<file path="src/hw/rtl/sem_pkg.sv">
`timescale 1ns / 1ps
// ----------------------------------------------------------------------------
// sem_pkg: shared types and constants of the Sobel edge magnitude block
// Command layout between front and back end, back-end state encoding,
// register indexes and the 3x3 kernel tables.
// ----------------------------------------------------------------------------
package sem_pkg;

    localparam int DIM_W          = 11;
    localparam int PEND_W         = DIM_W + 1;
    localparam int CH_W           = 8;
    localparam int CH_N           = 3;
    localparam int ACC_W          = 12;
    localparam int SQ_W           = 21;
    localparam int ROOT_F_W       = 17;
    localparam int TAP_W          = 4;
    localparam int ROOT_BIT_W     = 3;
    localparam int CFG_IDX_W      = 1;

    localparam int CMD_DEPTH      = 4;
    localparam int CMD_PTR_W      = $clog2(CMD_DEPTH);
    localparam int CMD_CNT_W      = $clog2(CMD_DEPTH + 1);

    localparam int DEF_MAX_WIDTH  = 1024;
    localparam int DEF_MAX_HEIGHT = 1024;

    localparam logic [DIM_W-1:0] RST_FRAME_WIDTH  = 11'd640;
    localparam logic [DIM_W-1:0] RST_FRAME_HEIGHT = 11'd480;

    localparam logic [CH_W-1:0]       EDGE_CLAMP = 8'hFF;
    localparam logic [TAP_W-1:0]      TAP_LAST   = 4'd8;
    localparam logic [ROOT_BIT_W-1:0] ROOT_MSB   = 3'd7;

    localparam logic KIND_PIXEL = 1'b0;
    localparam logic KIND_FLUSH = 1'b1;

    localparam logic [CFG_IDX_W-1:0] REG_FRAME_WIDTH  = 1'b0;
    localparam logic [CFG_IDX_W-1:0] REG_FRAME_HEIGHT = 1'b1;

    typedef struct packed {
        logic              pixel;
        logic              emit;
        logic [CH_W-1:0]   red;
        logic [CH_W-1:0]   green;
        logic [CH_W-1:0]   blue;
        logic [PEND_W-1:0] lag;
        logic [DIM_W-1:0]  row;
        logic [DIM_W-1:0]  col;
        logic [DIM_W-1:0]  width;
        logic [DIM_W-1:0]  height;
    } sem_cmd_t;

    typedef enum logic [2:0] {
        ST_IDLE,
        ST_READ,
        ST_LAST,
        ST_SQUARE,
        ST_ROOT,
        ST_DONE,
        ST_WRITE
    } sem_state_t;

    function automatic logic signed [2:0] kern_x(input logic [TAP_W-1:0] tap);
        unique case (tap)
            4'd0:    return -3'sd1;
            4'd1:    return 3'sd0;
            4'd2:    return 3'sd1;
            4'd3:    return -3'sd2;
            4'd4:    return 3'sd0;
            4'd5:    return 3'sd2;
            4'd6:    return -3'sd1;
            4'd7:    return 3'sd0;
            4'd8:    return 3'sd1;
            default: return 3'sd0;
        endcase
    endfunction

    function automatic logic signed [2:0] kern_y(input logic [TAP_W-1:0] tap);
        unique case (tap)
            4'd0:    return -3'sd1;
            4'd1:    return -3'sd2;
            4'd2:    return -3'sd1;
            4'd6:    return 3'sd1;
            4'd7:    return 3'sd2;
            4'd8:    return 3'sd1;
            default: return 3'sd0;
        endcase
    endfunction

    function automatic logic signed [1:0] tap_row_off(input logic [TAP_W-1:0] tap);
        priority if (tap < 4'd3)
            return -2'sd1;
        else if (tap < 4'd6)
            return 2'sd0;
        else
            return 2'sd1;
    endfunction

    function automatic logic signed [1:0] tap_col_off(input logic [TAP_W-1:0] tap);
        unique case (tap)
            4'd0, 4'd3, 4'd6: return -2'sd1;
            4'd2, 4'd5, 4'd8: return 2'sd1;
            default:          return 2'sd0;
        endcase
    endfunction

endpackage

</file>
<file path="src/hw/rtl/sem_cmd_fifo.sv">
`timescale 1ns / 1ps
// ----------------------------------------------------------------------------
// sem_cmd_fifo: command queue between front and back end
// Small flop-based FIFO; the head entry is presented while not empty.
// ----------------------------------------------------------------------------
module sem_cmd_fifo (
    input  logic              clk,
    input  logic              rst_n,
    input  logic              wr_en,
    input  sem_pkg::sem_cmd_t wr_cmd,
    input  logic              rd_en,
    output sem_pkg::sem_cmd_t rd_cmd,
    output logic              full,
    output logic              empty
);
    import sem_pkg::*;

    sem_cmd_t               entry_reg [CMD_DEPTH];
    logic [CMD_PTR_W-1:0]   wr_ptr_reg;
    logic [CMD_PTR_W-1:0]   rd_ptr_reg;
    logic [CMD_CNT_W-1:0]   count_reg;
    logic                   do_wr;
    logic                   do_rd;

    assign full   = (count_reg == CMD_CNT_W'(CMD_DEPTH));
    assign empty  = (count_reg == '0);
    assign do_wr  = wr_en && !full;
    assign do_rd  = rd_en && !empty;
    assign rd_cmd = entry_reg[rd_ptr_reg];

    always_ff @(posedge clk)
    begin
        if (do_wr)
            entry_reg[wr_ptr_reg] <= wr_cmd;
    end

    always_ff @(posedge clk or negedge rst_n)
    begin
        if (!rst_n)
        begin
            wr_ptr_reg <= '0;
            rd_ptr_reg <= '0;
            count_reg  <= '0;
        end
        else
        begin
            if (do_wr)
                wr_ptr_reg <= wr_ptr_reg + CMD_PTR_W'(1);
            if (do_rd)
                rd_ptr_reg <= rd_ptr_reg + CMD_PTR_W'(1);
            unique case ({do_wr, do_rd})
                2'b10:   count_reg <= count_reg + CMD_CNT_W'(1);
                2'b01:   count_reg <= count_reg - CMD_CNT_W'(1);
                default: count_reg <= count_reg;
            endcase
        end
    end

endmodule

</file>
<file path="config.mk">
export PLATFORM = sky130hd
export DESIGN_NAME = sem_cmd_fifo
export DESIGN_NICKNAME = d
export VERILOG_FILES = /design/src/hw/rtl/sem_pkg.sv /design/src/hw/rtl/sem_cmd_fifo.sv
export SDC_FILE = /design/constraint.sdc
export NUM_CORES = 1
export LEC_CHECK = 0
export BUFFER_PORTS_ARGS = -buffer_cell sky130_fd_sc_hd__clkbuf_2
export CORE_ASPECT_RATIO = 1.1
export CORE_UTILIZATION = 57
export CTS_CLUSTER_DIAMETER = 60
export DETAILED_ROUTE_END_ITERATION = 8
export PLACE_DENSITY = 0.76
export SYNTH_ARGS = -nofsm -noshare
export SYNTH_HDL_FRONTEND = slang
export SYNTH_SLANG_ARGS = --single-unit
</file>
<file path="constraint.sdc">
create_clock -name clk -period 4.5 [get_ports clk]
set_input_delay 0.225 -clock clk [delete_from_list [all_inputs] [get_ports clk]]
set_output_delay 0.225 -clock clk [all_outputs]
set_load 0.05 [all_outputs]
</file>
==> impl_metrics.json <==
{
  "outcome": "completed",
  "largest_reg_flops": 328,
  "fin_crit_ns": 3.04,
  "worstReg2RegStart": "count_reg[2]",
  "port-buffer-count": 169,
  "required_ns": 4.28,
  "grt_pass1_wl_mm": 35.2,
  "fp.dieH_um": 156,
  "timing.final.ws_setup_ns": 1.46,
  "num-fill-cells": 1234,
  "path_cells": "buf_12 -> mux4_2 -> clkbuf_2",
  "synth-compound-area-share_pct": 0.0715,
  "vdd_drop_max_mv": 0.487,
  "synthMuxAreaShare_pct": 15.2,
  "post-place-ws_ns": 1.92,
  "syn_inst": 465,
  "critical-path-top-delay-family": "flip-flops",
  "routed_wl_mm": 23.1,
  "yosys.area_share.adder_pct": 0.674,
  "gp_congestion": 0.681,
  "clock_skew_ns": 0.0180,
  "cts_tree": "yes",
  "grt_use_met2_pct": 38.7,
  "worstSetupEndpointType": "output port",
  "tns_ns": 0,
  "core-area_mm2": 0.0209,
  "fp.dieArea_mm2": 0.0221,
  "numCtsBuffers": 35,
  "grt_max_degree": 74,
  "htreeDepth": 2,
  "grt_overflow_total": 0,
  "avgSynthCellArea_um2": 26.4,
  "top_usage_layer": "met2",
  "clock-sinks": 335,
  "fmax_mhz": 329,
  "cp-start-kind": "flop",
  "rsz0062_at_grt": "false",
  "dr_total_vias": 5823,
  "synth-async-reset-ratio_pct": 2.09,
  "die_w_um": 142,
  "dp.final_hpwl_mm": 12.6,
  "synth-simple-area-share_pct": 0.480,
  "ys_types": 21,
  "ios": 170,
  "placed_cell_area_mm2": 0.0134,
  "grt_use_met1_pct": 26.9,
  "first_pass_iters": 4,
  "hold_viol": 0,
  "crit_type": "flop to output port",
  "rows": 55,
  "yosys_most_used_dff": "edfxtp_1",
  "wl_per_cell_um": 21.9,
  "area_growth_pct": 24.5,
  "grt_antenna_before_repair": 1,
  "fin_area_mm2": 0.0153,
  "tightest_slew_ns": 1.14,
  "synthXorXnorAreaFrac_pct": 0.429,
  "p_leak_uw": 0.00532,
  "gr-usage-all-layers_pct": 21.8,
  "postRouteAntennaNets": 0,
  "drive_above_1_share_pct": 40.3,
  "clock_path_buffers": 3,
  "start_util_pct": 58.8,
  "drc": 0,
  "gr-usage-met3_pct": 3.68,
  "hp-class": "primary input to asynchronous set/reset pin",
  "ys_seq_area_share_pct": 81.8,
  "worstSkewPairLatency_ns": 0.51,
  "path_buf_inv": 2,
  "cp_max_fo": 44,
  "startpoint": "rd_ptr_reg[0]",
  "synth_edf_count": 328,
  "vias_per_cell": 5.53,
  "yosys_warnings": 0,
  "syn-num-nets": 557,
  "crit_arrival_ns": 2.82,
  "cts_root_buf": "clkbuf_16",
  "slew_viol_final": 0,
  "synth-seq-cells": 335,
  "fin_nets": 834,
  "fin_crit_sh_pct": 67.6,
  "grt_pass1_vias": 6385,
  "drv_cap": 0,
  "clk_pin_slew_worst_paths_ns": 0.06,
  "first_iter_violations": 359,
  "slew-limit-headroom_pct": 23.8,
  "cpPeakStageDelay_ns": 1.02,
  "p_per_area_mw_per_mm2": 737,
  "slowest_stage": "dfrtp_4",
  "setup_violations": 0,
  "synth_top_family_by_area": "multiplexers",
  "syn-cell-area_mm2": 0.0123,
  "post_cts_buffers": 0
}
[power breakdown]
group / switching, uW / internal [uW] / leakage, uW
Clock: 1110 / 1490 / 0.000498
Combinational: 2840 / 1270 / 0.00174
Sequential: 394 / 4140 / 0.00308
[cells in the mapped netlist, drive strengths merged, types with 3 or more instances]
library cell	count	area share [%]
inv	6	0.18
mux4	82	15
ha	5	0.51
and2	4	0.20
xor2	3	0.21
edfxtp	328	80
buf	17	1.1
dfrtp	7	1.4
xnor2	3	0.21
[per-stage QoR]
step	util, %	power, uW	hold slack (ns)	instances
2_1_floorplan	-	7780	-0.0706	465
3_3_place_gp	64.2	8610	0.0700	907
3_5_place_dp	64.2	8700	0.0787	907
4_1_cts	73.1	11400	0.0676	1052
5_1_grt	73.2	11700	0.0789	1053
6_report	73.2	11200	0.0822	1053
[per-layer routing]
layer  wire length [um]  part of all wire [%]
met5                  0                     0
met4                575                   2.5
met3                917                   4.0
met2              12400                    54
met1               9210                    40
[cells by family (layout without fill, tap and decap cells)]
family	count (synthesis)	in the layout
xor gates and xnor gates	6	6
muxes	84	84
other	0	1
adders and majority gates	6	6
AOI/OAI and AO/OA	1	1
and+or+nand+nor	9	9
DFF	335	335
buffers and inverters	24	326
[placed cells by master, fill, tap and decap left out, types with 2 or more instances in the layout]
cell type / synthesis / final
ha_1: 5 / 5
clkbuf_16: 0 / 35
xor2_1: 3 / 3
dfrtp_1: 7 / 5
dfrtp_4: 0 / 2
clkinv_1: 0 / 11
xnor2_1: 3 / 3
and2_4: 0 / 4
inv_1: 6 / 6
clkinv_2: 0 / 3
buf_4: 2 / 5
mux4_2: 82 / 82
clkbuf_2: 0 / 169
edfxtp_1: 328 / 328
clkbuf_1: 1 / 8
dlygate4sd3_1: 0 / 83
inv_6: 0 / 3
[area by class of cell]
| cell class | count | area [um^2] | share of cell area, % |
|---|---|---|---|
| antenna | 1 | 2.50 | 0.0164 |
| clock buffer | 43 | 906 | 5.94 |
| multi-input combinational | 106 | 2080 | 13.6 |
| tap | 285 | 357 | 2.34 |
| inverter | 6 | 22.5 | 0.148 |
| sequential | 335 | 10000 | 65.8 |
| clock inverter | 19 | 120 | 0.787 |
| timing repair buffer | 258 | 1730 | 11.4 |
[path summary, 6_finish.rpt]
kind                               endpoint  slack (ns)  depth (start not counted)
max                              rd_cmd[12]        1.46                          3
min                           rd_ptr_reg[1]        0.08                          2
max reg2reg                entry_reg[2][46]        1.95                          4
min reg2reg                    count_reg[2]        0.53                          1
max in group asynchronous     rd_ptr_reg[0]        4.22                          2
min in group clk              rd_ptr_reg[0]        0.12                          3
[repair_timing]
action,CTS,global route
hold buffers,83,0
resized for setup,0,0
endpoints found under the hold margin,335,0
Power figures use the tool's default switching activity.
