## config.mk

```make
export PLATFORM = sky130hd
export DESIGN_NAME = sem_front
export DESIGN_NICKNAME = d
export VERILOG_FILES = /design/src/hw/rtl/sem_pkg.sv /design/src/hw/rtl/sem_front.sv
export SDC_FILE = /design/constraint.sdc
export NUM_CORES = 1
export LEC_CHECK = 0
export ABC_CLOCK_PERIOD_IN_PS = 6100
export BUFFER_PORTS_ARGS = -buffer_cell sky130_fd_sc_hd__buf_2
export CAP_MARGIN = 20
export CORE_ASPECT_RATIO = 0.5
export CORE_MARGIN = 2
export CORE_UTILIZATION = 40
export CTS_CLUSTER_SIZE = 14
export DETAILED_ROUTE_END_ITERATION = 8
export HOLD_SLACK_MARGIN = 0.02
export SLEW_MARGIN = 20
export SYNTH_ARGS = -nofsm -noshare
export SYNTH_HDL_FRONTEND = slang
export SYNTH_SLANG_ARGS = --single-unit
```

## constraint.sdc

```tcl
create_clock -name clk -period 6.1 [get_ports clk]
set_input_delay 0 -clock clk [delete_from_list [all_inputs] [get_ports clk]]
set_output_delay 0 -clock clk [all_outputs]
set_load 0.05 [all_outputs]
```

## src/hw/rtl/sem_pkg.sv

```systemverilog
`timescale 1ns / 1ps
// ----------------------------------------------------------------------------
// sem_pkg: shared types and constants of the Sobel edge magnitude block
// Command layout between front and back end, back-end state encoding,
// register indexes and the 3x3 kernel tables.
// ----------------------------------------------------------------------------
package sem_pkg;

    localparam int DIM_W          = 11;
    localparam int PEND_W         = DIM_W + 1;
    localparam int CH_W           = 8;
    localparam int CH_N           = 3;
    localparam int ACC_W          = 12;
    localparam int SQ_W           = 21;
    localparam int ROOT_F_W       = 17;
    localparam int TAP_W          = 4;
    localparam int ROOT_BIT_W     = 3;
    localparam int CFG_IDX_W      = 1;

    localparam int CMD_DEPTH      = 4;
    localparam int CMD_PTR_W      = $clog2(CMD_DEPTH);
    localparam int CMD_CNT_W      = $clog2(CMD_DEPTH + 1);

    localparam int DEF_MAX_WIDTH  = 1024;
    localparam int DEF_MAX_HEIGHT = 1024;

    localparam logic [DIM_W-1:0] RST_FRAME_WIDTH  = 11'd640;
    localparam logic [DIM_W-1:0] RST_FRAME_HEIGHT = 11'd480;

    localparam logic [CH_W-1:0]       EDGE_CLAMP = 8'hFF;
    localparam logic [TAP_W-1:0]      TAP_LAST   = 4'd8;
    localparam logic [ROOT_BIT_W-1:0] ROOT_MSB   = 3'd7;

    localparam logic KIND_PIXEL = 1'b0;
    localparam logic KIND_FLUSH = 1'b1;

    localparam logic [CFG_IDX_W-1:0] REG_FRAME_WIDTH  = 1'b0;
    localparam logic [CFG_IDX_W-1:0] REG_FRAME_HEIGHT = 1'b1;

    typedef struct packed {
        logic              pixel;
        logic              emit;
        logic [CH_W-1:0]   red;
        logic [CH_W-1:0]   green;
        logic [CH_W-1:0]   blue;
        logic [PEND_W-1:0] lag;
        logic [DIM_W-1:0]  row;
        logic [DIM_W-1:0]  col;
        logic [DIM_W-1:0]  width;
        logic [DIM_W-1:0]  height;
    } sem_cmd_t;

    typedef enum logic [2:0] {
        ST_IDLE,
        ST_READ,
        ST_LAST,
        ST_SQUARE,
        ST_ROOT,
        ST_DONE,
        ST_WRITE
    } sem_state_t;

    function automatic logic signed [2:0] kern_x(input logic [TAP_W-1:0] tap);
        unique case (tap)
            4'd0:    return -3'sd1;
            4'd1:    return 3'sd0;
            4'd2:    return 3'sd1;
            4'd3:    return -3'sd2;
            4'd4:    return 3'sd0;
            4'd5:    return 3'sd2;
            4'd6:    return -3'sd1;
            4'd7:    return 3'sd0;
            4'd8:    return 3'sd1;
            default: return 3'sd0;
        endcase
    endfunction

    function automatic logic signed [2:0] kern_y(input logic [TAP_W-1:0] tap);
        unique case (tap)
            4'd0:    return -3'sd1;
            4'd1:    return -3'sd2;
            4'd2:    return -3'sd1;
            4'd6:    return 3'sd1;
            4'd7:    return 3'sd2;
            4'd8:    return 3'sd1;
            default: return 3'sd0;
        endcase
    endfunction

    function automatic logic signed [1:0] tap_row_off(input logic [TAP_W-1:0] tap);
        priority if (tap < 4'd3)
            return -2'sd1;
        else if (tap < 4'd6)
            return 2'sd0;
        else
            return 2'sd1;
    endfunction

    function automatic logic signed [1:0] tap_col_off(input logic [TAP_W-1:0] tap);
        unique case (tap)
            4'd0, 4'd3, 4'd6: return -2'sd1;
            4'd2, 4'd5, 4'd8: return 2'sd1;
            default:          return 2'sd0;
        endcase
    endfunction

endpackage

```

## src/hw/rtl/sem_front.sv

```systemverilog
`timescale 1ns / 1ps
// ----------------------------------------------------------------------------
// sem_front: configuration registers and item classification
// Tracks pending results and the output raster position, decides per item
// whether a result is released and queues a command for the back end.
// ----------------------------------------------------------------------------
module sem_front #(
    parameter int MAX_WIDTH  = sem_pkg::DEF_MAX_WIDTH,
    parameter int MAX_HEIGHT = sem_pkg::DEF_MAX_HEIGHT
) (
    input  logic                                 clk,
    input  logic                                 rst_n,
    input  logic                                 cfg_valid,
    output logic                                 cfg_ready,
    input  logic [sem_pkg::CFG_IDX_W-1:0]        cfg_index,
    input  logic [sem_pkg::DIM_W-1:0]            cfg_data,
    input  logic                                 push,
    input  logic                                 full,
    input  logic                                 kind,
    input  logic [sem_pkg::CH_W-1:0]             red_in,
    input  logic [sem_pkg::CH_W-1:0]             green_in,
    input  logic [sem_pkg::CH_W-1:0]             blue_in,
    output sem_pkg::sem_cmd_t                    cmd,
    output logic                                 cmd_push
);
    import sem_pkg::*;

    logic [DIM_W-1:0]  frame_width_reg;
    logic [DIM_W-1:0]  frame_height_reg;
    logic [PEND_W-1:0] pending_reg;
    logic [PEND_W-1:0] pending_next;
    logic [DIM_W-1:0]  out_row_reg;
    logic [DIM_W-1:0]  out_row_next;
    logic [DIM_W-1:0]  out_col_reg;
    logic [DIM_W-1:0]  out_col_next;

    logic [DIM_W-1:0]  w_eff;
    logic [DIM_W-1:0]  h_eff;
    logic              accept;
    logic [PEND_W-1:0] pend_inc;
    logic [PEND_W-1:0] pend_dec;
    logic [PEND_W-1:0] row_inc;
    logic [PEND_W-1:0] col_inc;
    logic [PEND_W-1:0] need;
    logic              go_pixel;
    logic              go_flush;
    logic              emit;

    assign cfg_ready = 1'b1;
    assign accept    = push && !full;

    always_comb
    begin
        priority if (frame_width_reg == '0)
            w_eff = DIM_W'(1);
        else if (32'(frame_width_reg) > MAX_WIDTH)
            w_eff = DIM_W'(MAX_WIDTH);
        else
            w_eff = frame_width_reg;

        priority if (frame_height_reg == '0)
            h_eff = DIM_W'(1);
        else if (32'(frame_height_reg) > MAX_HEIGHT)
            h_eff = DIM_W'(MAX_HEIGHT);
        else
            h_eff = frame_height_reg;
    end

    always_comb
    begin
        pend_inc = pending_reg + PEND_W'(1);
        pend_dec = pending_reg - PEND_W'(1);
        row_inc  = PEND_W'(out_row_reg) + PEND_W'(1);
        col_inc  = PEND_W'(out_col_reg) + PEND_W'(1);
        need     = ((row_inc < PEND_W'(h_eff)) ? PEND_W'(w_eff) : '0)
                 + ((col_inc < PEND_W'(w_eff)) ? PEND_W'(1) : '0);
        go_pixel = pend_inc > (PEND_W'(w_eff) + PEND_W'(1));
        go_flush = (pending_reg != '0) && (pend_dec >= need);
        emit     = (kind == KIND_PIXEL) ? go_pixel : go_flush;
    end

    always_comb
    begin
        pending_next = pending_reg;
        out_row_next = out_row_reg;
        out_col_next = out_col_reg;
        if (accept)
        begin
            if (kind == KIND_PIXEL)
                pending_next = go_pixel ? pending_reg : pend_inc;
            else if (go_flush)
                pending_next = pend_dec;

            if (emit)
            begin
                if (col_inc >= PEND_W'(w_eff))
                begin
                    out_col_next = '0;
                    out_row_next = (row_inc >= PEND_W'(h_eff)) ? '0 : DIM_W'(row_inc);
                end
                else
                begin
                    out_col_next = DIM_W'(col_inc);
                end
            end
        end
    end

    always_comb
    begin
        cmd.pixel  = (kind == KIND_PIXEL);
        cmd.emit   = emit;
        cmd.red    = red_in;
        cmd.green  = green_in;
        cmd.blue   = blue_in;
        cmd.lag    = (kind == KIND_PIXEL) ? pending_reg : pend_dec;
        cmd.row    = out_row_reg;
        cmd.col    = out_col_reg;
        cmd.width  = w_eff;
        cmd.height = h_eff;
        cmd_push   = accept && ((kind == KIND_PIXEL) || go_flush);
    end

    always_ff @(posedge clk or negedge rst_n)
    begin
        if (!rst_n)
        begin
            frame_width_reg  <= RST_FRAME_WIDTH;
            frame_height_reg <= RST_FRAME_HEIGHT;
            pending_reg      <= '0;
            out_row_reg      <= '0;
            out_col_reg      <= '0;
        end
        else
        begin
            if (cfg_valid && cfg_ready)
            begin
                unique case (cfg_index)
                    REG_FRAME_WIDTH:  frame_width_reg  <= cfg_data;
                    REG_FRAME_HEIGHT: frame_height_reg <= cfg_data;
                endcase
            end
            pending_reg <= pending_next;
            out_row_reg <= out_row_next;
            out_col_reg <= out_col_next;
        end
    end

endmodule

```

==> impl_metrics.py, run 1 <==
metrics = {
    "outcome": {
        "status": "complete, but fails checks",
        "violations": "DRC",
    },
    "power": {
        "p_per_area_nw_per_um2": 461,
        "swShare_pct": 55.5,
        "internal-power_w": 0.00126,
        "p_comb_share_pct": 64.2,
        "peakVddDrop_v": 0.000206,
        "pwr-share-clk_pct": 11.1,
        "p_seq_share_pct": 24.7,
        "p_sw_w": 0.00157,
        "p_leak_nw": 2.88,
    },
    "detailed_routing": {
        "drt-initial-drc-count": 294,
        "route.detailed.drc": 13,
        "totalWireLength_mm": 13.9,
        "routedWlPerCell_um": 15.8,
        "viasPerCell": 5.30,
        "drt-pass1-iter-count": 6,
        "ant_nets": 0,
        "vias": 4666,
    },
    "worst_setup_path": {
        "worstPathMaxFanout": 15,
        "crit_start": "frame_width_reg[3]",
        "r2r_cells": 22,
        "ff2ff_setup_slack_ns": 0.50,
        "crit_arrival_ns": 5.81,
        "rr_startpoint": "frame_width_reg[3]",
        "critPathLaunchType": "register",
        "path_class": "reg -> reg",
        "endpoint_kind": "register",
        "cp.required_ns": 6.31,
        "regToRegEndpoint": "out_row_reg[1]",
    },
    "logic_synthesis": {
        "synth_flop_cell": "dfrtp_1",
        "synth-edff-count": 0,
        "synth_area_um2": 5350,
        "synth.distinct_cells": 65,
        "synth_seq_area_share_pct": 26.3,
        "synth-seq-cells": 56,
        "yosys_warnings": 0,
        "syn_inst": 641,
        "avgSynthCellArea_um2": 8.34,
        "ys_async_sr_fraction_pct": 100,
        "yosysTopAreaCell": "dfrtp_1",
        "synth_commonest_cells": "nand2_1 (83), ha_1 (56), dfrtp_1 (50), xnor2_1 (47), nand3_1 (34)",
        "synth_most_common_cell": "nand2_1",
        "yosysTopAreaCellShare_pct": 23.4,
        "synth_area_leaders": "dfrtp_1 (23%), ha_1 (13%), xnor2_1 (7.7%)",
    },
    "timing": {
        "hold_ws_ns": 0.116,
        "finalMaxSlewViolations": 0,
        "fmax_ghz": 0.179,
        "tightest_slew_ns": 0.911,
        "finClkSkew_ns": 0.00889,
        "hold_viol": 0,
        "relSlewSlack_pct": 39.2,
        "period_needed_ns": 5.60,
        "setup-tns-final_ns": 0,
        "fin_crit_sh_pct": 91.8,
        "layout_setup_ws_ns": 0.499,
        "rsz0062_at_grt": "false",
        "setup_viol": 0,
    },
    "layout": {
        "final_nets": 807,
        "fill_cells": 1282,
        "post-route-cell-area_um2": 6150,
        "drive_above_1_share_pct": 19.3,
        "largest_reg_flops": 12,
        "n_antenna_cell": 0,
        "syn_to_final_growth_pct": 14.9,
    },
    "place": {
        "placed_area_um2": 5630,
        "portBuffers": 76,
        "gp_congestion": 0.929,
        "place_ws_ns": 0.528,
        "dp_hpwl_mm": 10.5,
    },
    "die": {
        "row_count": 29,
        "io_pins": 126,
        "die-width_um": 168,
        "die_h_um": 85.8,
        "core_area_um2": 12800,
        "die-area_um2": 14400,
        "start_util_pct": 41.6,
    },
    "clock_tree": {
        "post_cts_resized": 0,
        "cts_buffer_depth": 2,
        "clkTransAtPathRegs_ns": 0.09,
        "numCtsBuffers": 5,
        "h-tree-depth": 2,
        "clock_sinks": 56,
        "clk_latency_ns": 0.31,
        "cts_hold_buffers": 36,
        "post_cts_buffers": 0,
        "root_buffer": "clkbuf_16",
        "cts_tree": "built",
    },
    "grt": {
        "grt_max_degree": 57,
        "grt-ovfl-total": 0,
        "grt_use_total_pct": 19.6,
        "grt_pass1_wl_mm": 22.4,
        "antenna_found_initial": 0,
        "grt_pass1_vias": 4344,
    },
    "min_path": {
        "min_to": "pending_reg[1]",
        "hold_class": "in -> reg",
        "min_from": "full",
        "holdPathStages": 5,
    },
    "flow_run": {
        "max-cap-violations": 0,
    },
}
-- worst max-delay path, stage by stage, from the launching register on --
cell	delay, ns
dfrtp_1	0.52
nor4_1	0.30
nand3_1	0.14
o21ai_1	0.36
nand2_1	0.25
ha_1	0.34
nand2_1	0.07
o21ai_0	0.08
a211oi_1	0.37
and2_1	0.24
ha_1	0.17
and3_1	0.27
nand2_1	0.10
nor2_1	0.12
xnor2_1	0.13
nand2_1	0.08
ha_1	0.30
nand4_1	0.11
o31ai_2	0.32
a22oi_4	0.13
o31a_2	0.48
nand2b_1	0.32
o31ai_1	0.30
-- metal layers --
layer  up-vias  routed length [µm]  global-route usage, %
met2       149                6000                   31.0
met3        14                 789                   3.05
met1      2181                6970                   28.4
li1       2322                   -                      -
met4         0                 141                   4.43
met5         -                   0                      0
-- how the worst max path moves through the flow --
stage	endpoint	slack [ns]	cells past startpoint
after floorplan	out_row_reg[5]	0.50	27
after global placement	out_row_reg[5]	0.62	22
after detailed placement	out_row_reg[1]	0.53	22
after CTS	out_row_reg[1]	0.50	22
after global routing	out_row_reg[1]	0.002	22
final	out_row_reg[1]	0.50	22
-- kinds of logic after synthesis --
| logic type | share of synthesized area, % |
|---|---|
| adder cells (fa/ha/maj) | 13.1 |
| AND/OR/NAND/NOR | 22.1 |
| other | 0.0701 |
| XOR/XNOR | 11.1 |
| AO/OA/AOI/OAI | 13.7 |
| buffers and inverters | 9.12 |
| flip-flops | 26.3 |
| multiplexers | 4.42 |
-- layout make-up --
| class | count | area [µm²] | area share, % |
|---|---|---|---|
| repair buffers | 117 | 778 | 12.7 |
| clock buffers | 5 | 125 | 2.04 |
| well taps | 170 | 213 | 3.46 |
| flip-flops and latches | 56 | 1410 | 22.9 |
| clock inverters | 3 | 27.5 | 0.448 |
| multi-input cells | 493 | 3460 | 56.3 |
| inverters | 36 | 135 | 2.20 |
-- power by group through the flow --
stage                     Clock (W)  Combinational [W]  Sequential, W
after floorplan                   0            0.00141       0.000724
after CTS                  0.000325            0.00182       0.000698
after global placement            0            0.00174       0.000698
after global routing       0.000342            0.00200       0.000726
after detailed placement          0            0.00176       0.000705
final                      0.000316            0.00182       0.000699
-- metrics by stage --
stage	power [W]	util (%)	instances
4_1_cts	0.00284	47.8	880
3_3_place_gp	0.00244	43.9	836
3_5_place_dp	0.00247	43.9	836
5_1_grt	0.00306	47.8	880
2_1_floorplan	0.00213	-	643
6_report	0.00284	47.8	880
-- cells in the final DEF (no fill, tap or decap), types with 6 or more instances in the layout --
cell type / synthesis / routed
xnor2_1: 47 / 47
o21ai_1: 30 / 30
a21oi_1: 24 / 24
a21o_1: 6 / 6
inv_1: 32 / 32
nand3_1: 34 / 34
dfstp_2: 6 / 6
nand2_1: 83 / 83
nor4_1: 7 / 7
o21ai_0: 18 / 18
mux2_2: 21 / 21
ha_1: 56 / 56
xor2_1: 21 / 21
nand4_1: 11 / 11
buf_2: 5 / 76
nor2b_1: 7 / 7
nor3_1: 13 / 13
nor2_1: 28 / 28
nand2b_1: 13 / 13
dlygate4sd3_1: 0 / 36
dfrtp_1: 50 / 50
and3_1: 10 / 10
Power figures use the tool's default switching activity.
==> run 2, diff against run 1 <==
--- a/config.mk
+++ b/config.mk
@@ -5,6 +5,7 @@
 export SDC_FILE = /design/constraint.sdc
 export NUM_CORES = 1
 export LEC_CHECK = 0
+export ABC_AREA = 1
 export ABC_CLOCK_PERIOD_IN_PS = 6100
 export BUFFER_PORTS_ARGS = -buffer_cell sky130_fd_sc_hd__buf_2
 export CAP_MARGIN = 20
==> impl_metrics.py, run 2 <==
metrics = {
    "logic_synthesis": {
        "synth-seq-cells": 56,
        "synth_flop_cell": "dfrtp_1",
        "synth.distinct_cells": 34,
        "synth_area_leaders": "dfrtp_1 (22%), nand2_1 (15%), ha_1 (13%)",
        "synth_area_um2": 5600,
        "synth-edff-count": 0,
        "yosysTopAreaCell": "dfrtp_1",
        "avgSynthCellArea_um2": 6.62,
        "synth_seq_area_share_pct": 25.2,
        "ys_async_sr_fraction_pct": 100,
        "synth_most_common_cell": "nand2_1",
        "syn_inst": 845,
        "yosys_warnings": 0,
        "yosysTopAreaCellShare_pct": 22.4,
        "synth_commonest_cells": "nand2_1 (228), inv_1 (133), nor2_1 (71), ha_1 (56)",
    },
    "timing": {
        "setup_viol": 0,
        "fin_crit_sh_pct": 86.8,
        "setup-tns-final_ns": 0,
        "period_needed_ns": 5.30,
        "finalMaxSlewViolations": 0,
        "relSlewSlack_pct": 50.1,
        "rsz0062_at_grt": "false",
        "hold_viol": 0,
        "fmax_ghz": 0.189,
        "tightest_slew_ns": 0.748,
        "finClkSkew_ns": 0.00691,
    },
    "worst_setup_path": {
        "crit_path_frequent_cell": "nand2_1",
        "crit_start": "out_row_reg[0]",
        "rr_startpoint": "out_row_reg[0]",
        "critPathLaunchType": "register",
        "cp.required_ns": 6.30,
        "regToRegEndpoint": "out_row_reg[1]",
        "r2r_cells": 33,
        "worstPathMaxFanout": 14,
        "crit_path_max_incr_delay_ns": 0.47,
        "endpoint_kind": "register",
        "ff2ff_setup_slack_ns": 0.80,
        "path_class": "reg -> reg",
        "slowest_stage": "dfrtp_1",
        "crit_arrival_ns": 5.50,
        "endpoint": "out_row_reg[1]",
    },
    "power": {
        "peakVddDrop_v": 0.000137,
        "p_per_area_nw_per_um2": 361,
        "p_leak_nw": 3.58,
        "p_total_w": 0.00233,
    },
    "detailed_routing": {
        "drt-pass1-iter-count": 5,
        "totalWireLength_mm": 15.0,
        "viasPerCell": 4.84,
        "route.detailed.drc": 0,
        "vias": 5392,
        "routedWlPerCell_um": 13.5,
        "drt-initial-drc-count": 294,
        "ant_nets": 0,
    },
    "layout": {
        "syn_to_final_growth_pct": 15.4,
        "largest_reg_flops": 12,
        "final_cell_mix": "nand2_1 (227), inv_1 (133), buf_2 (76)",
        "finalNonFillerCells": 1113,
        "multi_input_area_um2": 3360,
        "n_antenna_cell": 0,
        "fill_cells": 1472,
        "postLayoutCoreUtil_pct": 47.5,
        "drive_above_1_share_pct": 14.0,
        "final_nets": 1018,
        "seqCellArea_um2": 1410,
        "final_common_cell": "nand2_1",
    },
    "flow_run": {
        "max-cap-violations": 0,
    },
    "clock_tree": {
        "cts_buffer_depth": 2,
        "post_cts_buffers": 0,
        "clkTransAtPathRegs_ns": 0.08,
        "clock_sinks": 56,
        "clk_latency_ns": 0.31,
        "h-tree-depth": 2,
        "numCtsBuffers": 5,
        "cts_tree": "built",
        "root_buffer": "clkbuf_16",
    },
    "die": {
        "die-area_um2": 15000,
        "core_area_um2": 13600,
        "start_util_pct": 41.2,
        "io_pins": 126,
        "die_h_um": 87.6,
        "row_count": 30,
        "die-width_um": 171,
    },
    "min_path": {
        "hold_class": "in -> reg",
    },
    "grt": {
        "grt_use_total_pct": 21.1,
        "grt_pass1_vias": 5077,
        "grt_pass1_wl_mm": 25.1,
        "grt-ovfl-total": 0,
        "grt_max_degree": 57,
        "antenna_found_initial": 0,
    },
    "place": {
        "portBuffers": 76,
        "dp_hpwl_mm": 12.0,
        "gp_congestion": 0.942,
        "dp.cells": 1069,
    },
    "outcome": {
        "status": "finished clean",
    },
}
[run 2: changes by cell type after synthesis, sizes merged, moves of 8 or more]
cell	before	now
nand2	84	231
nand3	34	60
mux2	21	0
xnor2	47	3
nand4	12	30
nand2b	13	0
and3	10	1
clkbuf	19	10
xor2	21	31
o21ai	49	62
nor2b	8	0
inv	34	135
nor2	28	86
[run 2: how the worst min path moves through the flow]
stage                           start                   to  slack (ns)  cells after the start
after global placement    green_in[6]              cmd[70]      0.0004                      0
after floorplan                 rst_n  frame_height_reg[0]       -0.30                      0
final                            full      pending_reg[11]        0.25                      5
after global routing             full      pending_reg[11]        0.25                      5
after detailed placement  green_in[6]              cmd[70]      0.0004                      0
after CTS                        full       pending_reg[5]        0.24                      5
[run 2: final cells by class]
type | count | area share [%]
clock buffer | 5 | 1.94
clock inverter | 3 | 0.446
inverter | 135 | 7.85
multi-input combinational | 604 | 52.1
sequential | 56 | 21.8
tap | 192 | 3.72
timing repair buffer | 118 | 12.2
[run 2: metrics by stage]
step	hold WS (ns)	setup WS [ns]	instance area (µm²)
5_1_grt	0.254	0.0658	6460
6_report	0.246	0.802	6460
3_3_place_gp	0.000370	0.846	5940
3_5_place_dp	0.000370	0.652	5940
2_1_floorplan	-0.296	0.805	5600
4_1_cts	0.237	0.617	6460
[run 2: worst max-delay path, delay by kind of cell, from the launching register on]
kind                       cells  cell delay, ns
buffers and inverters          5            0.51
and+or+nand+nor               22            2.85
xor gates and xnor gates       1            0.19
adders and majority gates      4            0.96
AOI/OAI and AO/OA              1            0.20
DFF                            1            0.47
[run 2: routing by layer]
layer	GRT usage, %	wire [µm]	vias to the layer above
li1	-	-	2797
met1	30.0	7690	2422
met2	33.5	6240	156
met3	4.29	930	17
met4	4.31	167	0
met5	0	0	-
[run 2: kinds of logic (layout without fill, tap and decap cells)]
kind of cell    after synthesis  count (layout)  synth area share, %
compound gates               90              90                 8.45
xor+xnor                     34              34                 5.32
flops                        56              56                 25.2
other cells                   1               3               0.0670
simple gates                421             421                 33.6
buf+inv                     187             261                 14.9
fa+ha+maj                    56              56                 12.5
[run 2: repair_timing]
| item | in CTS | in global routing |
|---|---|---|
| endpoints found under the setup margin | 0 | 11 |
| hold buffers | 36 | 0 |
| gates resized for setup | 0 | 1 |
| endpoints found under the hold margin | 96 | 0 |
[run 2: power by group]
group	switching, W	internal [W]
Sequential	0.0000817	0.000435
Clock	0.000157	0.000159
Combinational	0.00107	0.000431
Total	0.00131	0.00102
